===== src/hdl/cmuv_pkg.sv =====
// ============================================================================
// cmuv_pkg
// Shared constants and types for the cube-map face and coordinate core.
// ============================================================================
`default_nettype none

package cmuv_pkg;

  // Direction component width and coordinate fraction bits
  localparam int COORD_WIDTH = 16;
  localparam int FRAC_BITS   = 16;

  // Derived widths
  localparam int REM_W     = COORD_WIDTH + 1;  // partial remainder / doubled divisor
  localparam int QUO_W     = FRAC_BITS + 2;    // raw quotient, one rounding bit
  localparam int TEX_W     = FRAC_BITS + 1;    // Q0.FRAC_BITS including 1.0
  localparam int NUM_CELLS = QUO_W;            // one quotient bit per cell

  // Faces and their axis registers
  localparam int NUM_FACES = 6;
  localparam int AXES_W    = 6;
  localparam int CFG_IDX_W = 3;
  localparam int FACE_W    = 3;

  typedef logic [NUM_FACES-1:0][AXES_W-1:0] axes_cfg_t;

  // Reset values, face 5 in the top slice
  localparam axes_cfg_t AXES_RESET = {6'd17, 6'd16, 6'd41, 6'd40, 6'd29, 6'd21};

  // Axis selector codes (bits 2..1 of an axis code; bit 0 is the sign)
  localparam logic [1:0] AXIS_X = 2'd0;
  localparam logic [1:0] AXIS_Y = 2'd1;
  localparam logic [1:0] AXIS_Z = 2'd2;

  // One slot of the divider chain
  typedef struct packed {
    logic                 valid;
    logic                 degenerate;
    logic [FACE_W-1:0]    face;
    logic [REM_W-1:0]     div2;    // twice the major magnitude
    logic [REM_W-1:0]     rem_u;
    logic [REM_W-1:0]     rem_v;
    logic [QUO_W-1:0]     quo_u;
    logic [QUO_W-1:0]     quo_v;
  } cell_t;

endpackage

`default_nettype wire


===== src/hdl/cmuv_front.sv =====
// ============================================================================
// cmuv_front
// Two-stage front end: major axis and face pick, then the numerators of the
// u and v ratios, loaded into the first slot of the divider chain.
// ============================================================================
`default_nettype none

module cmuv_front
  import cmuv_pkg::*;
(
  input  logic                          clk_i,
  input  logic                          rst_ni,
  input  logic                          take_i,
  input  logic signed [COORD_WIDTH-1:0] dir_x_i,
  input  logic signed [COORD_WIDTH-1:0] dir_y_i,
  input  logic signed [COORD_WIDTH-1:0] dir_z_i,
  input  axes_cfg_t                     axes_i,
  output cell_t                         cell_o
);

  // Numerator s' = |m| + c * sign(m), always in [0, 2|m|]
  function automatic logic [REM_W-1:0] numer(
    input logic [2:0]                    code,
    input logic signed [COORD_WIDTH-1:0] dx,
    input logic signed [COORD_WIDTH-1:0] dy,
    input logic signed [COORD_WIDTH-1:0] dz,
    input logic                          neg,
    input logic [COORD_WIDTH-1:0]        m
  );
    logic signed [COORD_WIDTH-1:0] c;
    logic signed [COORD_WIDTH+1:0] e;
    logic signed [COORD_WIDTH+1:0] s;
    case (code[2:1])
      AXIS_X:  c = dx;
      AXIS_Y:  c = dy;
      AXIS_Z:  c = dz;
      default: c = '0;
    endcase
    e = (code[0] ^ neg) ? -((COORD_WIDTH+2)'(c)) : (COORD_WIDTH+2)'(c);
    s = e + $signed({2'b00, m});
    return s[REM_W-1:0];
  endfunction

  // Magnitudes
  logic [COORD_WIDTH-1:0] mag_x, mag_y, mag_z;
  assign mag_x = dir_x_i[COORD_WIDTH-1] ? (~dir_x_i + 1'b1) : dir_x_i;
  assign mag_y = dir_y_i[COORD_WIDTH-1] ? (~dir_y_i + 1'b1) : dir_y_i;
  assign mag_z = dir_z_i[COORD_WIDTH-1] ? (~dir_z_i + 1'b1) : dir_z_i;

  // Major axis, ties go to x then y
  logic [1:0]             axis_xy, axis_sel;
  logic [COORD_WIDTH-1:0] mag_xy, mag_sel;
  logic                   neg_xy, neg_sel;
  always_comb begin
    if (mag_y > mag_x) begin
      axis_xy = AXIS_Y;
      mag_xy  = mag_y;
      neg_xy  = dir_y_i[COORD_WIDTH-1];
    end else begin
      axis_xy = AXIS_X;
      mag_xy  = mag_x;
      neg_xy  = dir_x_i[COORD_WIDTH-1];
    end
    if (mag_z > mag_xy) begin
      axis_sel = AXIS_Z;
      mag_sel  = mag_z;
      neg_sel  = dir_z_i[COORD_WIDTH-1];
    end else begin
      axis_sel = axis_xy;
      mag_sel  = mag_xy;
      neg_sel  = neg_xy;
    end
  end

  // Stage A registers
  logic                          a_valid_q;
  logic                          a_degen_q;
  logic                          a_neg_q;
  logic [FACE_W-1:0]             a_face_q;
  logic [COORD_WIDTH-1:0]        a_mag_q;
  logic signed [COORD_WIDTH-1:0] a_dx_q, a_dy_q, a_dz_q;

  always_ff @(posedge clk_i or negedge rst_ni) begin
    if (!rst_ni) begin
      a_valid_q <= 1'b0;
    end else begin
      a_valid_q <= take_i;
    end
  end

  always_ff @(posedge clk_i) begin
    if (take_i) begin
      a_degen_q <= (mag_sel == '0);
      a_neg_q   <= neg_sel;
      a_face_q  <= {axis_sel, neg_sel};
      a_mag_q   <= mag_sel;
      a_dx_q    <= dir_x_i;
      a_dy_q    <= dir_y_i;
      a_dz_q    <= dir_z_i;
    end
  end

  // Stage B: face config lookup and numerators
  logic [AXES_W-1:0] face_cfg;
  assign face_cfg = axes_i[a_face_q];

  cell_t cell_d, cell_q;
  always_comb begin
    cell_d            = '0;
    cell_d.valid      = a_valid_q;
    cell_d.degenerate = a_degen_q;
    cell_d.face       = a_face_q;
    cell_d.div2       = {a_mag_q, 1'b0};
    cell_d.rem_u      = numer(face_cfg[2:0], a_dx_q, a_dy_q, a_dz_q, a_neg_q, a_mag_q);
    cell_d.rem_v      = numer(face_cfg[5:3], a_dx_q, a_dy_q, a_dz_q, a_neg_q, a_mag_q);
  end

  // Slot register: payload loads with a valid transaction, else only valid drops
  always_ff @(posedge clk_i or negedge rst_ni) begin
    if (!rst_ni) begin
      cell_q <= '0;
    end else if (cell_d.valid) begin
      cell_q <= cell_d;
    end else begin
      cell_q.valid <= 1'b0;
    end
  end

  assign cell_o = cell_q;

  // Numerators never exceed twice the major magnitude
  assert property (@(posedge clk_i) disable iff (!rst_ni)
    cell_q.valid |-> (cell_q.rem_u <= cell_q.div2) && (cell_q.rem_v <= cell_q.div2))
    else $error("cmuv_front: numerator above twice the major magnitude");

  // A degenerate direction always comes from face zero
  assert property (@(posedge clk_i) disable iff (!rst_ni)
    (a_valid_q && a_degen_q) |-> (a_face_q == '0))
    else $error("cmuv_front: degenerate direction with nonzero face");

endmodule

`default_nettype wire


===== src/hdl/cmuv_cell.sv =====
// ============================================================================
// cmuv_cell
// One restoring-division cell: produces one quotient bit for u and for v
// and hands the doubled remainders to the next cell.
// ============================================================================
`default_nettype none

module cmuv_cell
  import cmuv_pkg::*;
(
  input  logic  clk_i,
  input  logic  rst_ni,
  input  cell_t cell_i,
  output cell_t cell_o
);

  // Trial subtract of the doubled divisor, both lanes
  logic             ge_u, ge_v;
  logic [REM_W-1:0] keep_u, keep_v;
  assign ge_u   = (cell_i.rem_u >= cell_i.div2);
  assign ge_v   = (cell_i.rem_v >= cell_i.div2);
  assign keep_u = ge_u ? (cell_i.rem_u - cell_i.div2) : cell_i.rem_u;
  assign keep_v = ge_v ? (cell_i.rem_v - cell_i.div2) : cell_i.rem_v;

  cell_t cell_d, cell_q;
  always_comb begin
    cell_d       = cell_i;
    cell_d.rem_u = {keep_u[REM_W-2:0], 1'b0};
    cell_d.rem_v = {keep_v[REM_W-2:0], 1'b0};
    cell_d.quo_u = {cell_i.quo_u[QUO_W-2:0], ge_u};
    cell_d.quo_v = {cell_i.quo_v[QUO_W-2:0], ge_v};
  end

  // Slot register: payload loads with a valid transaction, else only valid drops
  always_ff @(posedge clk_i or negedge rst_ni) begin
    if (!rst_ni) begin
      cell_q <= '0;
    end else if (cell_d.valid) begin
      cell_q <= cell_d;
    end else begin
      cell_q.valid <= 1'b0;
    end
  end

  assign cell_o = cell_q;

  // Doubled remainder stays below twice the doubled divisor
  assert property (@(posedge clk_i) disable iff (!rst_ni)
    (cell_q.valid && !cell_q.degenerate) |->
      ({1'b0, cell_q.rem_u} < {cell_q.div2, 1'b0}) &&
      ({1'b0, cell_q.rem_v} < {cell_q.div2, 1'b0}))
    else $error("cmuv_cell: remainder out of range");

endmodule

`default_nettype wire


===== src/hdl/cube_map_face_and_uv_core.sv =====
// ============================================================================
// cube_map_face_and_uv_core
// Cube-map face selection and per-face u/v coordinates in Q0.16.
// ============================================================================
// Usage:
//   A direction (dir_x_i, dir_y_i, dir_z_i) is taken at a rising edge with
//   start_i high and busy_o low. busy_o stays low, so a new direction can be
//   issued every cycle; the core takes one transaction per clock.
//   Each result is shown for one cycle with result_valid_o high and must be
//   taken then; the receiver cannot stall the core, and none is needed.
//   Pipeline: two front-end stages (axis pick, numerators) and a chain of
//   FRAC_BITS + 2 division cells, one quotient bit per cell, u and v in
//   parallel lanes; rounding is done on the last cell's output.
//   Face axis registers are written on the cfg channel (cfg_ready_o is
//   always high); indexes above five are dropped. Write them only while no
//   transaction is in flight.
//   Reset clears the pipeline valid bits and loads the default face axes.
// ============================================================================
`default_nettype none

module cube_map_face_and_uv_core
  import cmuv_pkg::*;
(
  input  logic                          clk_i,
  input  logic                          rst_ni,
  // direction command
  input  logic                          start_i,
  output logic                          busy_o,
  input  logic signed [COORD_WIDTH-1:0] dir_x_i,
  input  logic signed [COORD_WIDTH-1:0] dir_y_i,
  input  logic signed [COORD_WIDTH-1:0] dir_z_i,
  // result
  output logic                          result_valid_o,
  output logic [FACE_W-1:0]             face_index_o,
  output logic [TEX_W-1:0]              tex_u_o,
  output logic [TEX_W-1:0]              tex_v_o,
  output logic                          degenerate_o,
  // configuration
  input  logic                          cfg_valid_i,
  output logic                          cfg_ready_o,
  input  logic [CFG_IDX_W-1:0]          cfg_index_i,
  input  logic [AXES_W-1:0]             cfg_data_i
);

  // Face axis registers
  axes_cfg_t axes_q;

  always_ff @(posedge clk_i or negedge rst_ni) begin
    if (!rst_ni) begin
      axes_q <= AXES_RESET;
    end else if (cfg_valid_i && cfg_ready_o &&
                 (cfg_index_i < CFG_IDX_W'(NUM_FACES))) begin
      axes_q[cfg_index_i] <= cfg_data_i;
    end
  end

  assign cfg_ready_o = 1'b1;
  assign busy_o      = 1'b0;

  // Front end and division chain
  cell_t chain [NUM_CELLS+1];

  cmuv_front u_front (
    .clk_i   (clk_i),
    .rst_ni  (rst_ni),
    .take_i  (start_i && !busy_o),
    .dir_x_i (dir_x_i),
    .dir_y_i (dir_y_i),
    .dir_z_i (dir_z_i),
    .axes_i  (axes_q),
    .cell_o  (chain[0])
  );

  for (genvar gi = 0; gi < NUM_CELLS; gi++) begin : g_cell
    cmuv_cell u_cell (
      .clk_i  (clk_i),
      .rst_ni (rst_ni),
      .cell_i (chain[gi]),
      .cell_o (chain[gi+1])
    );
  end

  // Round half up: q = (Q + 1) >> 1
  cell_t            last;
  logic [QUO_W-1:0] sum_u, sum_v;
  assign last  = chain[NUM_CELLS];
  assign sum_u = last.quo_u + QUO_W'(1);
  assign sum_v = last.quo_v + QUO_W'(1);

  assign result_valid_o = last.valid;
  assign degenerate_o   = last.degenerate;
  assign face_index_o   = last.degenerate ? '0 : last.face;
  assign tex_u_o        = last.degenerate ? '0 : sum_u[QUO_W-1:1];
  assign tex_v_o        = last.degenerate ? '0 : sum_v[QUO_W-1:1];

  // Coordinates never pass 1.0
  assert property (@(posedge clk_i) disable iff (!rst_ni)
    result_valid_o |-> (tex_u_o <= (TEX_W'(1) << FRAC_BITS)) &&
                       (tex_v_o <= (TEX_W'(1) << FRAC_BITS)))
    else $error("core: coordinate above one");

  // Face index is one of the six faces
  assert property (@(posedge clk_i) disable iff (!rst_ni)
    result_valid_o |-> (face_index_o < FACE_W'(NUM_FACES)))
    else $error("core: face index out of range");

  // A valid first cell comes only from a valid front-end slot registered into it
  assert property (@(posedge clk_i) disable iff (!rst_ni)
    chain[1].valid |-> $past(chain[0].valid))
    else $error("core: chain valid without source");

endmodule

`default_nettype wire


===== config.mk =====
export PLATFORM = sky130hd
export DESIGN_NAME = cube_map_face_and_uv_core
export DESIGN_NICKNAME = d
export VERILOG_FILES = /design/src/hdl/cmuv_pkg.sv /design/src/hdl/cmuv_front.sv /design/src/hdl/cmuv_cell.sv /design/src/hdl/cube_map_face_and_uv_core.sv
export SDC_FILE = /design/constraint.sdc
export NUM_CORES = 2
export LEC_CHECK = 0
export BUFFER_PORTS_ARGS = -buffer_cell sky130_fd_sc_hd__buf_2
export CORE_AREA = 2 2 671 673
export DETAILED_ROUTE_END_ITERATION = 7
export DIE_AREA = 0 0 673 675
export RECOVER_POWER = 100
export SETUP_SLACK_MARGIN = 0.3
export SYNTH_ARGS = -nofsm -noshare
export SYNTH_HDL_FRONTEND = slang
export SYNTH_HIERARCHICAL = 1
export SYNTH_SLANG_ARGS = --single-unit

===== constraint.sdc =====
create_clock -name clk_i -period 7.25 [get_ports clk_i]
set_input_delay 0.3625 -clock clk_i [delete_from_list [all_inputs] [get_ports clk_i]]
set_output_delay 0.3625 -clock clk_i [all_outputs]
set_load 0.03 [all_outputs]

==> flow_metrics.env <==
export IMPL_violations="max-capacitance violations, max-slew violations"
export IMPL_slew_headroom=-1.484
export IMPL_finalHoldViolCount=0
export IMPL_portBuffers=99
export IMPL_grt_start_max_net_pins=172
export IMPL_end_kind="register"
export IMPL_routedWlPerCell_um=16.49
export IMPL_num_rows=246
export IMPL_drv_slew=3008
export IMPL_maxCapViolCount=67
export IMPL_die_w_um=673
export IMPL_path_clk_slew_ns=0.06
export IMPL_avgSynthCellArea_um2=9.767
export IMPL_drive_gt1_frac=0.1182
export IMPL_nFillCells=48480
export IMPL_cts_sinks=1425
export IMPL_grt_usage=0.1096
export IMPL_tightest_slew_ns=3.726
export IMPL_cp_required_ns=7.81
export IMPL_rsz0062_at_grt="no"
export IMPL_period_minus_slack_ns=6.513
export IMPL_dr_total_vias=69440
export IMPL_skew_ns=0.08718
export IMPL_grt_pass1_vias=68930
export IMPL_timing_setup_tns_ns=0
export IMPL_clk_latency_ns=0.83
export IMPL_grt_overflow_total=0
export IMPL_dieArea_mm2=0.4543
export IMPL_multiInputGateArea_mm2=0.05200
export IMPL_drc=0
export IMPL_io_pins=102
export IMPL_firstDrtPassIters=5
export IMPL_cts_tree="done"
export IMPL_cts_root_buf="clkbuf_16"
export IMPL_place_congestion=0.9033
export IMPL_clockBufferDepth=4
export IMPL_nets=10250
export IMPL_startpoint_type="register"
export IMPL_die_h_um=675
export IMPL_routed_via_density=4.468
export IMPL_max_freq_ghz=0.1535
export IMPL_h_tree_depth=4
export IMPL_r2r_setup_slack_ns=0.74
export IMPL_start_util=0.2071
export IMPL_critPathMaxFanout=21
export IMPL_worstHoldPathType="input pin to register"
export IMPL_drt_iter0_markers=4096
export IMPL_antenna_left=0
export IMPL_period_share=0.8983
export IMPL_synthCells=9481
export IMPL_seqCellArea_mm2=0.03602
export IMPL_area_growth_pct=12.34
export IMPL_wl_mm=256.2
export IMPL_antenna_found_initial=3
export IMPL_coreArea_mm2=0.4472
export IMPL_cts_buffers=152
export IMPL_grt_first_pass_wirelength_mm=399.8
export IMPL_cp_arrival_ns=7.07
export IMPL_netlist_area_mm2=0.09260
export IMPL_worstSetupPathType="register to register"
export IMPL_dp_hpwl_mm=200.7
export IMPL_yosys_warnings=6
export IMPL_setup_viol=0
export IMPL_status="finished, violations left"
sequential cells by signal, indices dropped and copies added (netlist names):
signal,cells
u_front/a_dz_q,16
axes_q,36
u_front/a_mag_q,16
g_cell.u_cell/cell_o,1265
u_front/a_valid_q,1
u_front/a_dy_q,16
u_front/cell_o,55
u_front/a_face_q,3
u_front/a_degen_q,1
u_front/a_dx_q,16
layout by cell type, fill, tap and decap left out, drive strengths merged, types with 146 or more instances in the layout:
cell type and n:
inv 592, mux2i 286, nand3 196, nor2 778, dfrtp 1342, ha 683, mux2 778, xor2 181
clkbuf 371, a31oi 146, a21o 237, nand2 591, o21ai 480, a21oi 860, xnor2 298
critical path: stages (launching register included):
cell and delay, ns:
edfxtp_1 0.87, mux4_1 0.70, a22oi_1 0.81, and2_0 0.74, o2bb2ai_1 0.26, inv_1 0.08, ha_1 0.27, nor2_1 0.12
a21oi_1 0.10, fa_1 0.50, a21oi_1 0.21, o211ai_1 0.15, o221ai_1 0.34, o21ai_0 0.24, nor4_1 0.21, nor3_1 0.11
a211oi_1 0.28, xor2_1 0.17, a21oi_1 0.08
per-layer routing:
layer / part of all wire / GRT usage
met1: 0.41 / 0.1241
met3: 0.029 / 0.01283
met4: 0.062 / 0.05846
met2: 0.50 / 0.2005
met5: 0 / 0
timing repair:
action,CTS,global route
endpoints found under the setup margin,0,1
hold buffers,58,0
gates resized for setup,0,1
buffers inserted,0,1
hold endpoints to repair,194,0
metrics by stage:
step	instances	setup WS (ns)	utilization	hold WS, ns	cell area, um2
after floorplan	9498	0.7631	-	0.06691	92670
after global placement	15210	0.4186	0.2219	0.4132	99230
after detailed placement	15210	0.4646	0.2219	0.4139	99230
after CTS	15540	0.7537	0.2344	0.01003	104800
after global routing	15540	0.1671	0.2326	0.1361	104000
final	15540	0.7373	0.2326	0.1388	104000
final cells by class:
| type | count | share of cell area |
|---|---|---|
| inverters | 601 | 0.02168 |
| diodes | 3 | 0.00007216 |
| multi-input cells | 7071 | 0.4998 |
| well taps | 5952 | 0.07159 |
| clock buffers | 230 | 0.04289 |
| clock inverters | 37 | 0.005148 |
| repair buffers | 222 | 0.01253 |
| flip-flops and latches | 1425 | 0.3463 |
path summary, 6_finish.rpt:
path | endpoint | startpoint | cells past startpoint
max | u_front/cell_o[69] | u_front/a_face_q[0] | 18
min | axes_q[14] | cfg_index_i[1] | 4
min in group asynchronous | g_cell[17].u_cell/cell_o[17] | rst_ni | 2
min reg2reg | g_cell[7].u_cell/cell_o[90] | g_cell[6].u_cell/cell_o[90] | 1
max reg2reg | u_front/cell_o[69] | u_front/a_face_q[0] | 18
max in group asynchronous | g_cell[16].u_cell/cell_o[91] | rst_ni | 4
Power is left out: the tool's default activity adds up to more than one toggle a clock period on the data nets, which glitch-free logic cannot reach.
